File: config.mk
export PLATFORM = sky130hd
export DESIGN_NAME = http_chunked_body_decoder_unit
export DESIGN_NICKNAME = d
export VERILOG_FILES = /design/src/rtl/hcbd_pkg.sv /design/src/rtl/http_chunked_body_decoder_unit.sv
export VERILOG_INCLUDE_DIRS = /design/src /design/src/rtl
export SDC_FILE = /design/constraint.sdc
export NUM_CORES = 1
export LEC_CHECK = 0
export BUFFER_PORTS_ARGS = -buffer_cell sky130_fd_sc_hd__buf_2
export CAP_MARGIN = 20
export CORE_MARGIN = 2
export CORE_UTILIZATION = 30
export CTS_CLUSTER_DIAMETER = 150
export CTS_CLUSTER_SIZE = 10
export DETAILED_ROUTE_END_ITERATION = 7
export HOLD_SLACK_MARGIN = 0.15
export SLEW_MARGIN = 20
export SYNTH_ARGS = -nofsm -noshare
export SYNTH_HDL_FRONTEND = slang
export SYNTH_SLANG_ARGS = --single-unit
File: constraint.sdc
create_clock -name clk -period 5.1 [get_ports clk]
set_clock_uncertainty 0.2 [all_clocks]
set_input_delay 0.255 -clock clk [delete_from_list [all_inputs] [get_ports clk]]
set_output_delay 0.255 -clock clk [all_outputs]
set_load 0.03 [all_outputs]
File: src/rtl/http_chunked_body_decoder_unit_assert.svh
// ---------------------------------------------------------------------------
// Assertion macros for the chunked body decoder
// Shared concurrent checks, clocked on clk and held off while arst_n is low.
// ---------------------------------------------------------------------------
`ifndef HTTP_CHUNKED_BODY_DECODER_UNIT_ASSERT_SVH
`define HTTP_CHUNKED_BODY_DECODER_UNIT_ASSERT_SVH

// Same-cycle implication
`define HCBD_ASSERT_NOW(label, ante, cons, msg) \
	label: assert property (@(posedge clk) disable iff (!arst_n) (ante) |-> (cons)) \
		else $error(msg);

// Next-cycle implication
`define HCBD_ASSERT_NEXT(label, ante, cons, msg) \
	label: assert property (@(posedge clk) disable iff (!arst_n) (ante) |=> (cons)) \
		else $error(msg);

`endif

File: src/rtl/hcbd_pkg.sv
// ---------------------------------------------------------------------------
// hcbd_pkg
// Types, constants and byte helpers of the chunked body decoder.
// ---------------------------------------------------------------------------
package hcbd_pkg;

	// Width of the internal size and length counters
	localparam int LEN_BITS = 22;
	localparam logic [LEN_BITS-1:0] LEN_MAX = {LEN_BITS{1'b1}};

	// Reported length field
	localparam int OUT_LEN_W = 22;
	localparam logic [OUT_LEN_W-1:0] OUT_LEN_MAX = {OUT_LEN_W{1'b1}};

	// Stream payload widths
	localparam int IN_DATA_W  = 8;
	localparam int OUT_DATA_W = 40;

	// Result queue
	localparam int FIFO_DEPTH = 4;
	localparam int FIFO_AW    = $clog2(FIFO_DEPTH);

	// Register map
	localparam int APB_AW = 3;
	localparam logic REG_DECHUNK_ENABLE = 1'b0;

	// Result kinds
	localparam logic KIND_DATA   = 1'b0;
	localparam logic KIND_REPORT = 1'b1;

	// Status codes
	localparam logic [1:0] ST_OK        = 2'd0;
	localparam logic [1:0] ST_TOO_LARGE = 2'd1;
	localparam logic [1:0] ST_EARLY_END = 2'd2;

	// Characters
	localparam logic [7:0] CH_CR = 8'h0D;
	localparam logic [7:0] CH_LF = 8'h0A;
	localparam logic [7:0] CH_T  = 8'h74;

	// Header marker, first character in the top byte
	localparam int MARKER_LEN = 26;
	localparam logic [8*MARKER_LEN-1:0] MARKER_TEXT = "transfer-encoding: chunked";

	typedef enum logic [2:0] {
		PH_HEADER = 3'd0,
		PH_PASS   = 3'd1,
		PH_SIZE   = 3'd2,
		PH_EXT    = 3'd3,
		PH_DATA   = 3'd4,
		PH_TRAIL  = 3'd5,
		PH_DONE   = 3'd6
	} phase_t;

	typedef struct packed {
		logic                  kind;
		logic [OUT_DATA_W-1:0] data;
	} result_t;

	// Marker character at position idx (idx below MARKER_LEN)
	function automatic logic [7:0] marker_char(input logic [4:0] idx);
		logic [7:0] ch;
		ch = 8'h00;
		for (int i = 0; i < MARKER_LEN; i++) begin
			if (idx == 5'(i)) begin
				ch = MARKER_TEXT[8*(MARKER_LEN-1-i) +: 8];
			end
		end
		return ch;
	endfunction

	function automatic logic [7:0] to_lower(input logic [7:0] b);
		return ((b >= 8'h41) && (b <= 8'h5A)) ? (b + 8'd32) : b;
	endfunction

	// Hex digit decode: bit 4 marks a valid digit
	function automatic logic [4:0] hex_digit(input logic [7:0] b);
		logic [4:0] r;
		if ((b >= 8'h30) && (b <= 8'h39)) begin
			r = {1'b1, 4'(b - 8'h30)};
		end else if ((b >= 8'h61) && (b <= 8'h66)) begin
			r = {1'b1, 4'(b - 8'h57)};
		end else if ((b >= 8'h41) && (b <= 8'h46)) begin
			r = {1'b1, 4'(b - 8'h37)};
		end else begin
			r = 5'd0;
		end
		return r;
	endfunction

endpackage

File: src/rtl/http_chunked_body_decoder_unit.sv
// ---------------------------------------------------------------------------
// http_chunked_body_decoder_unit
// Finds the end of an HTTP response header, spots a chunked transfer
// marker and strips chunk framing from the body, one byte per transfer.
// ---------------------------------------------------------------------------
//
// Channel   Dir  Signals                          Payload
// s_*       in   s_tvalid s_tready s_tdata s_tlast  response byte, last flag
// m_*       out  m_tvalid m_tready m_tdata m_tuser  body byte or end report
// APB       in   psel penable pwrite paddr pwdata   dechunk_enable at 0x0
//
// One byte per cycle while the queue has room: a byte waits in the input
// register, and the state update for it pushes up to two results into a
// 4-entry queue. A byte carrying s_tlast adds an end report after any data
// result. s_tready is low only while a byte waits and fewer than two queue
// slots are free. Reset clears the parser state and the queue and sets
// dechunk_enable to 1. After an end report the parser restarts.
// ---------------------------------------------------------------------------
`include "http_chunked_body_decoder_unit_assert.svh"

module http_chunked_body_decoder_unit (
	input  logic                              clk,
	input  logic                              arst_n,
	// Input stream
	input  logic                              s_tvalid,
	output logic                              s_tready,
	input  logic [hcbd_pkg::IN_DATA_W-1:0]    s_tdata,  // [7:0] in_byte
	input  logic                              s_tlast,  // last_byte
	// Output stream
	output logic                              m_tvalid,
	input  logic                              m_tready,
	// [7:0] out_byte, [29:8] body_length, [30] chunked_seen, [32:31] status
	output logic [hcbd_pkg::OUT_DATA_W-1:0]   m_tdata,
	output logic                              m_tuser,  // [0] kind
	// Configuration
	input  logic                              psel,
	input  logic                              penable,
	input  logic                              pwrite,
	input  logic [hcbd_pkg::APB_AW-1:0]       paddr,
	input  logic [31:0]                       pwdata,
	output logic [31:0]                       prdata,
	output logic                              pready
);

	localparam int LB = hcbd_pkg::LEN_BITS;

	// Input register
	logic                                 valid_s1;
	logic [7:0]                           byte_s1;
	logic                                 last_s1;

	// Parser state
	hcbd_pkg::phase_t                     phase_q, phase_d;
	logic [1:0]                           emc_q, emc_d;
	logic [4:0]                           midx_q, midx_d;
	logic                                 chunked_q, chunked_d;
	logic [LB-1:0]                        acc_q, acc_d;
	logic [LB-1:0]                        remain_q, remain_d;
	logic [LB-1:0]                        count_emit_q, count_emit_d;
	logic [1:0]                           err_q, err_d;
	logic                                 dechunk_q;

	// Result queue
	hcbd_pkg::result_t                    fifo_q [hcbd_pkg::FIFO_DEPTH];
	logic [hcbd_pkg::FIFO_AW-1:0]         wr_ptr_q, rd_ptr_q;
	logic [hcbd_pkg::FIFO_AW:0]           level_q;

	logic                                 advance;
	logic                                 pop;
	logic [1:0]                           push_cnt;
	hcbd_pkg::result_t                    res0, res1;
	logic                                 cfg_write;

	// Configuration port
	assign pready    = 1'b1;
	assign cfg_write = psel && penable && pwrite && pready;
	assign prdata    = {31'd0, dechunk_q};

	always_ff @(posedge clk or negedge arst_n) begin
		if (!arst_n) begin
			dechunk_q <= 1'b1;
		end else if (cfg_write && (paddr[2] == hcbd_pkg::REG_DECHUNK_ENABLE)) begin
			dechunk_q <= pwdata[0];
		end
	end

	// Input handshake: hold the byte until the queue has room for two results
	assign advance  = valid_s1 && (level_q <= (hcbd_pkg::FIFO_AW+1)'(hcbd_pkg::FIFO_DEPTH - 2));
	assign s_tready = !valid_s1 || advance;

	always_ff @(posedge clk or negedge arst_n) begin
		if (!arst_n) begin
			valid_s1 <= 1'b0;
		end else if (s_tready) begin
			valid_s1 <= s_tvalid;
		end
	end

	always_ff @(posedge clk) begin
		if (s_tready && s_tvalid) begin
			byte_s1 <= s_tdata[7:0];
			last_s1 <= s_tlast;
		end
	end

	// Parser: next state and results for the byte in the input register
	always_comb begin
		logic [7:0]          lc;
		logic [4:0]          idx;
		logic [7:0]          expect_ch;
		logic [2:0]          c;
		logic [4:0]          hd;
		logic [LB-1:0]       rem_dec;
		logic                data_out;
		logic [1:0]          rep_status;
		logic [hcbd_pkg::OUT_LEN_W-1:0] len_out;
		logic [hcbd_pkg::OUT_LEN_W-1:0] len_rep;

		phase_d      = phase_q;
		emc_d        = emc_q;
		midx_d       = midx_q;
		chunked_d    = chunked_q;
		acc_d        = acc_q;
		remain_d     = remain_q;
		count_emit_d = count_emit_q;
		err_d        = err_q;
		data_out     = 1'b0;
		lc           = hcbd_pkg::to_lower(byte_s1);
		idx          = (midx_q < 5'(hcbd_pkg::MARKER_LEN)) ? midx_q : 5'd0;
		expect_ch    = emc_q[0] ? hcbd_pkg::CH_LF : hcbd_pkg::CH_CR;
		c            = 3'(emc_q) + 3'd1;
		hd           = hcbd_pkg::hex_digit(byte_s1);
		rem_dec      = (remain_q != '0) ? (remain_q - LB'(1)) : remain_q;

		case (phase_q)
			hcbd_pkg::PH_HEADER: begin
				// Match the marker while not yet seen
				if (!chunked_q) begin
					if (lc == hcbd_pkg::marker_char(idx)) begin
						if (idx == 5'(hcbd_pkg::MARKER_LEN - 1)) begin
							chunked_d = 1'b1;
							midx_d    = 5'd0;
						end else begin
							midx_d = idx + 5'd1;
						end
					end else begin
						midx_d = (lc == hcbd_pkg::CH_T) ? 5'd1 : 5'd0;
					end
				end
				// Track CR LF CR LF
				if (byte_s1 == expect_ch) begin
					if (c == 3'd4) begin
						emc_d   = 2'd0;
						acc_d   = '0;
						phase_d = (dechunk_q && chunked_d) ? hcbd_pkg::PH_SIZE
						                                   : hcbd_pkg::PH_PASS;
					end else begin
						emc_d = c[1:0];
					end
				end else begin
					emc_d = (byte_s1 == hcbd_pkg::CH_CR) ? 2'd1 : 2'd0;
				end
			end
			hcbd_pkg::PH_PASS: begin
				data_out = 1'b1;
			end
			hcbd_pkg::PH_SIZE: begin
				// Accumulate hex digits, flag a size that does not fit
				if (hd[4]) begin
					if (acc_q[LB-1 -: 4] != 4'd0) begin
						err_d   = hcbd_pkg::ST_TOO_LARGE;
						phase_d = hcbd_pkg::PH_DONE;
					end else begin
						acc_d = {acc_q[LB-5:0], hd[3:0]};
					end
				end else begin
					phase_d = hcbd_pkg::PH_EXT;
					emc_d   = (byte_s1 == hcbd_pkg::CH_CR) ? 2'd1 : 2'd0;
				end
			end
			hcbd_pkg::PH_EXT: begin
				// Skip the rest of the size line up to CR LF
				if ((emc_q == 2'd1) && (byte_s1 == hcbd_pkg::CH_LF)) begin
					emc_d = 2'd0;
					if (acc_q == '0) begin
						phase_d = hcbd_pkg::PH_DONE;
					end else begin
						remain_d = acc_q;
						phase_d  = hcbd_pkg::PH_DATA;
					end
				end else begin
					emc_d = (byte_s1 == hcbd_pkg::CH_CR) ? 2'd1 : 2'd0;
				end
			end
			hcbd_pkg::PH_DATA: begin
				data_out = 1'b1;
				remain_d = rem_dec;
				if (rem_dec == '0) begin
					phase_d = hcbd_pkg::PH_TRAIL;
					emc_d   = 2'd0;
				end
			end
			hcbd_pkg::PH_TRAIL: begin
				// Drop the two bytes after chunk data
				if (emc_q >= 2'd1) begin
					emc_d   = 2'd0;
					acc_d   = '0;
					phase_d = hcbd_pkg::PH_SIZE;
				end else begin
					emc_d = emc_q + 2'd1;
				end
			end
			default: begin
			end
		endcase

		// Count emitted bytes, saturating
		if (data_out && (count_emit_q != hcbd_pkg::LEN_MAX)) begin
			count_emit_d = count_emit_q + LB'(1);
		end

		if ((33'(count_emit_d)) > (33'(hcbd_pkg::OUT_LEN_MAX))) begin
			len_out = hcbd_pkg::OUT_LEN_MAX;
		end else begin
			len_out = hcbd_pkg::OUT_LEN_W'(count_emit_d);
		end
		len_rep = len_out;

		rep_status = err_d;
		if ((err_d == hcbd_pkg::ST_OK) && (phase_d >= hcbd_pkg::PH_SIZE) &&
		    (phase_d <= hcbd_pkg::PH_TRAIL)) begin
			rep_status = hcbd_pkg::ST_EARLY_END;
		end

		// Build results: data byte first, end report after it
		res0.kind = hcbd_pkg::KIND_DATA;
		res0.data = {7'd0, err_d, chunked_d, len_out, byte_s1};
		res1.kind = hcbd_pkg::KIND_REPORT;
		res1.data = {7'd0, rep_status, chunked_d, len_rep, 8'd0};
		if (!data_out) begin
			res0 = res1;
		end
		push_cnt = advance ? (2'(data_out) + 2'(last_s1)) : 2'd0;

		// Start a new response after the end report
		if (last_s1) begin
			phase_d      = hcbd_pkg::PH_HEADER;
			emc_d        = 2'd0;
			midx_d       = 5'd0;
			chunked_d    = 1'b0;
			acc_d        = '0;
			remain_d     = '0;
			count_emit_d = '0;
			err_d        = hcbd_pkg::ST_OK;
		end
	end

	// Parser state registers
	always_ff @(posedge clk or negedge arst_n) begin
		if (!arst_n) begin
			phase_q      <= hcbd_pkg::PH_HEADER;
			emc_q        <= 2'd0;
			midx_q       <= 5'd0;
			chunked_q    <= 1'b0;
			acc_q        <= '0;
			remain_q     <= '0;
			count_emit_q <= '0;
			err_q        <= hcbd_pkg::ST_OK;
		end else if (advance) begin
			phase_q      <= phase_d;
			emc_q        <= emc_d;
			midx_q       <= midx_d;
			chunked_q    <= chunked_d;
			acc_q        <= acc_d;
			remain_q     <= remain_d;
			count_emit_q <= count_emit_d;
			err_q        <= err_d;
		end
	end

	// Result queue storage
	always_ff @(posedge clk) begin
		if (push_cnt != 2'd0) begin
			fifo_q[wr_ptr_q] <= res0;
		end
		if (push_cnt == 2'd2) begin
			fifo_q[wr_ptr_q + hcbd_pkg::FIFO_AW'(1)] <= res1;
		end
	end

	// Result queue pointers and fill level
	assign pop = m_tvalid && m_tready;

	always_ff @(posedge clk or negedge arst_n) begin
		if (!arst_n) begin
			wr_ptr_q <= '0;
			rd_ptr_q <= '0;
			level_q  <= '0;
		end else begin
			wr_ptr_q <= wr_ptr_q + hcbd_pkg::FIFO_AW'(push_cnt);
			rd_ptr_q <= rd_ptr_q + hcbd_pkg::FIFO_AW'(pop);
			level_q  <= level_q + (hcbd_pkg::FIFO_AW+1)'(push_cnt)
			                    - (hcbd_pkg::FIFO_AW+1)'(pop);
		end
	end

	assign m_tvalid = (level_q != '0);
	assign m_tdata  = fifo_q[rd_ptr_q].data;
	assign m_tuser  = fifo_q[rd_ptr_q].kind;

	// Checks
	`HCBD_ASSERT_NOW(a_level_bound, 1'b1, level_q <= (hcbd_pkg::FIFO_AW+1)'(hcbd_pkg::FIFO_DEPTH), "result queue overfilled")
	`HCBD_ASSERT_NEXT(a_restart_after_last, advance && last_s1, phase_q == hcbd_pkg::PH_HEADER && count_emit_q == '0, "parser did not restart after end report")
	`HCBD_ASSERT_NOW(a_chunked_phase, phase_q == hcbd_pkg::PH_SIZE || phase_q == hcbd_pkg::PH_EXT || phase_q == hcbd_pkg::PH_DATA || phase_q == hcbd_pkg::PH_TRAIL, chunked_q, "chunk decoding without marker")
	`HCBD_ASSERT_NOW(a_data_remaining, phase_q == hcbd_pkg::PH_DATA, remain_q != '0, "chunk data phase with nothing left")

endmodule
==> After elaboration in Yosys (flattened, before gate mapping) <==
Memories as Yosys holds them, arrays and structs flattened.
Cells that the tools add are included.
{ "word_totals": {"reg_bits": 97, "inputBits": 51, "mem_bits_rw": 164, "output_inout_bits": 76, "word_cells": 220, "mem_count": 1} }
{ "mem_list": {"columns": ["name", "words", "word_bits", "read_ports", "rd_ports_with_merged_regs", "write_ports", "line_no", "text"], "rows": [
  ["fifo_q", 4, 41, 1, 0, 2, "http_chunked_body_decoder_unit.sv:64", "hcbd_pkg::result_t fifo_q [hcbd_pkg::FIFO_DEPTH];"]
]} }
{ "classes": {"addsub": 15, "n_reduce_logical": 35, "bitwise_logic": 1, "eq_ne": 49, "order_cmp": 12, "n_mux": 92} }
{ "ops": {"columns": ["op", "n"], "rows": [
  ["22-bit two-way mux", 12],
  ["8-bit two-way mux", 28],
  ["22-bit one-hot mux with 3 select lines", 1],
  ["5-bit == test (second input constant)", 10],
  ["5-bit two-way mux", 9],
  ["22-bit logical NOT", 2],
  ["22-bit one-hot mux with 2 select lines", 1],
  ["41-bit two-way mux", 1],
  ["5-bit by 4-bit == test with 1-bit output (second input constant)", 8],
  ["2-bit two-way mux", 14],
  ["3-bit two-way mux", 9],
  ["3-bit != test (second input constant)", 9],
  ["8-bit by 7-bit less-or-equal comparator with 1-bit output (second input constant)", 3],
  ["22-bit by 1-bit adder with 22-bit output (second input constant)", 1],
  ["22-bit != test (second input constant)", 1],
  ["22-bit nonzero test", 1],
  ["22-bit by 1-bit subtractor with 22-bit output (second input constant)", 1],
  ["5-bit by 3-bit == test with 1-bit output (second input constant)", 4],
  ["8-bit by 4-bit == test with 1-bit output (second input constant)", 2],
  ["8-bit by 7-bit greater-or-equal comparator with 1-bit output (second input constant)", 2],
  ["1-bit logical AND", 15],
  ["3-bit one-hot mux with 5 select lines", 1],
  ["1-bit two-way mux", 14],
  ["5-bit by 2-bit == test with 1-bit output (second input constant)", 2],
  ["other kinds (44)", 53]
]} }

==> Logic depth before layout (Yosys ltp) <==
{ "depth": {"word_depth": 45, "ltp_mapped": 17} }

==> Worst setup path after synthesis <==
OpenSTA, ideal clock, no wires.
{ "synth_path": {"kind": "register -> register", "startpoint": "register phase_q[2]", "endpoint": "memory fifo_q[0][10] (netlist bit) (enable)", "stages_incl_launch_ff": 12, "t_arrival_ns": 3.389, "period_less_slack_ns": 3.969, "slack_ns": 1.131, "path_buffers": 4, "path_cell_list": "dfrtp_1 buf_2 nand2b_1 a21oi_1 clkbuf_1 clkbuf_1 ha_1 o21ai_1 nor3_1 nor2_1 clkbuf_1 inv_1"} }
{ "synth_lines": {"columns": ["item", "line_no", "text"], "rows": [
  ["from (decl)", "http_chunked_body_decoder_unit.sv:53", "hcbd_pkg::phase_t phase_q, phase_d;"],
  ["from (signal assigned)", "http_chunked_body_decoder_unit.sv:261", "phase_q <= hcbd_pkg::PH_HEADER;"],
  ["from (signal assigned)", "http_chunked_body_decoder_unit.sv:270", "phase_q <= phase_d;"],
  ["to (decl)", "http_chunked_body_decoder_unit.sv:64", null]
]} }

==> impl_metrics.toml <==
[power]
pwr_density_cell_mw_per_mm2 = 447
vdd_drop_max_uv = 263
leakagePower_nw = 5.59

[clock_tree]
h-tree-depth = 1
tritoncts = "yes"
clock_path_buffers = 3
clock_latency_ns = 0.55
numCtsBuffers = 27
hold_buffers = 17
root_buffer = "clkbuf_16"
path_clk_slew_ns = 0.06
clock-sinks = 233
cts_setup_buffers = 0
cts_resized = 0

[layout]
nNetsFinal = 1529
fillCellCount = 4502
drive_gt1_share_pct = 14.2
antenna_cells = 0
design_area_sq_mm = 0.0151
syn_to_final_growth_pct = 12.5
multi_input_area_sq_mm = 0.00651
seqCellArea_sq_mm = 0.00620

[drt]
ant_nets = 0
drtIter0Drc = 1049
vias = 10700
viasPerCell = 5.19
drt_wl_total_microns = 36000
drt_pass1_iterations = 5
wire_per_inst_microns = 17.5
drc = 0

[timing]
drv_slew = 0
clock.fmax_mhz = 235
worstMarginPinSlew_ns = 0.912
hold_violations = 0
setup_tns_ns = 0
slew_headroom_pct = 39.2
min_period_ns = 4.25
finalSetupViolations = 0
rsz0062_at_grt = "no"
period_share_pct = 83.3

[placement]
place_congestion = 0.910
post-dp-hpwl_microns = 23700
numPortBuffers = 54
dpl-instance-area_sq_mm = 0.0141

[yosys]
synthTopCellsByArea = "edfxtp_1, dfrtp_1, mux4_2"
avgSynthCellArea_sq_um = 9.43
synthTopCellsByCount = "nor2_1, nand2_1, edfxtp_1"
syn_area_sq_mm = 0.0134
netlist_instances = 1422
ys_seq_area_share_pct = 46.2
synth_area_leader_cell = "edfxtp_1"
async_flop_share_pct = 37.8
yosysTopAreaCellShare_pct = 24.4
ys_types = 95
synth_edf_count = 109
synth.most_common_cell = "nor2_1"
synthFlopType = "edfxtp_1"
synth_warnings = 0
synth-seq-cells = 233

[grt]
gr-total-overflow = 0
grt_max_degree = 49
grt_pass1_vias = 10200
grt_usage_pct = 15.1
grt_pass1_wl_microns = 56900
antenna_found_initial = 0

[floorplanning]
coreArea_sq_mm = 0.0442
dieArea_sq_mm = 0.0464
initial_core_util_pct = 30.3
fp.dieH_microns = 215
ioPinCount = 127
num_rows = 77
die_w_microns = 215

[setup_path]
crit_type = "register to register"
cp-end-kind = "register"
startpoint_type = "register"
r2r_cells = 12
cpPeakStageDelay_ns = 0.62
timing.rr.start = "midx_q[1]"
crit_slowest_cell = "dfrtp_1"
cp.required_ns = 5.30
worstPathArrival_ns = 4.45
cp_cell_sequence = "inv_1, a21oi_1, ha_1, nand2b_1, nand2_1, o221ai_1, a21oi_1, or4_4, a2111oi_4, nand3_4, o31a_4, nor2_2"
crit_buf_inv = 1
worstSetupPathDepth = 12
endpoint = "fifo_q[1][30]"
crit_path_frequent_cell = "a21oi_1"
crit_family = "compound AO/OA/AOI/OAI gates"
reg2reg_setup_slack_ns = 0.85
crit_fanout = 13
crit_start = "midx_q[1]"
r2r-end = "fifo_q[1][30]"

[run]
max_cap_viol_count = 0

[min_path]
hold_path_class = "input pin to register"

[run_status]
outcome = "complete, no violations"
-- sequential cells by signal, indices dropped and copies added, names as in the netlist, 3 cells and up --
signal        cells
fifo_q          136
acc_q            22
count_emit_q     22
remain_q         22
byte_s1           8
midx_q            5
level_q           3
phase_q           3
-- worst min-delay path by stage --
stage	to	depth (start not counted)	from
2_1_floorplan	acc_q[0]	0	arst_n
3_3_place_gp	count_emit_q[12]	1	arst_n
3_5_place_dp	count_emit_q[12]	1	arst_n
4_1_cts	byte_s1[2]	2	s_tdata[2]
5_1_grt	byte_s1[1]	2	s_tdata[1]
6_report	byte_s1[2]	2	s_tdata[2]
-- placed cells by master, fill, tap and decap left out, types with 11 or more instances in the layout --
master | synthesis | layout
nor2_1 | 191 | 187
nand3_1 | 49 | 49
inv_1 | 31 | 31
clkbuf_1 | 74 | 20
nor4_1 | 20 | 19
o21ai_0 | 89 | 89
a21oi_1 | 100 | 99
dlygate4sd3_1 | 0 | 17
xor2_1 | 19 | 19
o31ai_1 | 14 | 14
nand2_1 | 166 | 166
ha_1 | 24 | 24
o211ai_1 | 15 | 15
nand2b_1 | 19 | 19
mux4_2 | 34 | 34
dfxtp_1 | 36 | 36
buf_4 | 43 | 41
nor2b_1 | 16 | 16
nand4_1 | 14 | 14
xnor2_1 | 11 | 11
conb_1 | 2 | 39
dfrtp_1 | 87 | 85
clkbuf_16 | 0 | 27
edfxtp_1 | 109 | 109
buf_2 | 18 | 53
nor3_1 | 32 | 31
-- power breakdown --
part	internal [W]	total, W	switching (W)
Clock	0.000997	0.00176	0.000759
Combinational	0.000836	0.00237	0.00153
Sequential	0.00232	0.00262	0.000307
-- per-layer routing --
layer | GRT usage, % | vias to the layer above | part of all wire (%)
met2 | 26.3 | 304 | 49
met4 | 3.33 | 0 | 1.7
met5 | 0 | - | 0
met1 | 20.2 | 5266 | 44
li1 | - | 5103 | -
met3 | 1.62 | 46 | 4.8
-- through the flow --
stage                     power (W)  util [%]  setup slack [ns]  hold WS (ns)  instances
final                       0.00675      34.1             0.851         0.230       2065
after global routing        0.00711      34.1             0.550         0.230       2065
after CTS                   0.00681      34.1             0.882         0.217       2064
after detailed placement    0.00503      32.0             0.939         0.102       1998
after global placement      0.00498      32.0             0.906         0.100       1998
after floorplan             0.00434         -              1.13        -0.241       1459
-- layout make-up --
type | instances | share of cell area (%)
tap | 592 | 4.91
timing repair buffer | 111 | 4.92
clock buffer | 47 | 4.97
multi-input combinational | 1047 | 43.1
sequential | 233 | 41.1
inverter | 33 | 0.837
clock inverter | 2 | 0.191
-- cells by family after synthesis --
family | synth area share [%]
AOI/OAI and AO/OA | 15.4
xor gates and xnor gates | 2.32
adders and majority gates | 2.39
buffers and inverters | 6.58
DFF | 46.2
muxes | 6.56
other | 0.0560
and+or+nand+nor | 20.5
Note: power is estimated with default switching activity, not from simulation.
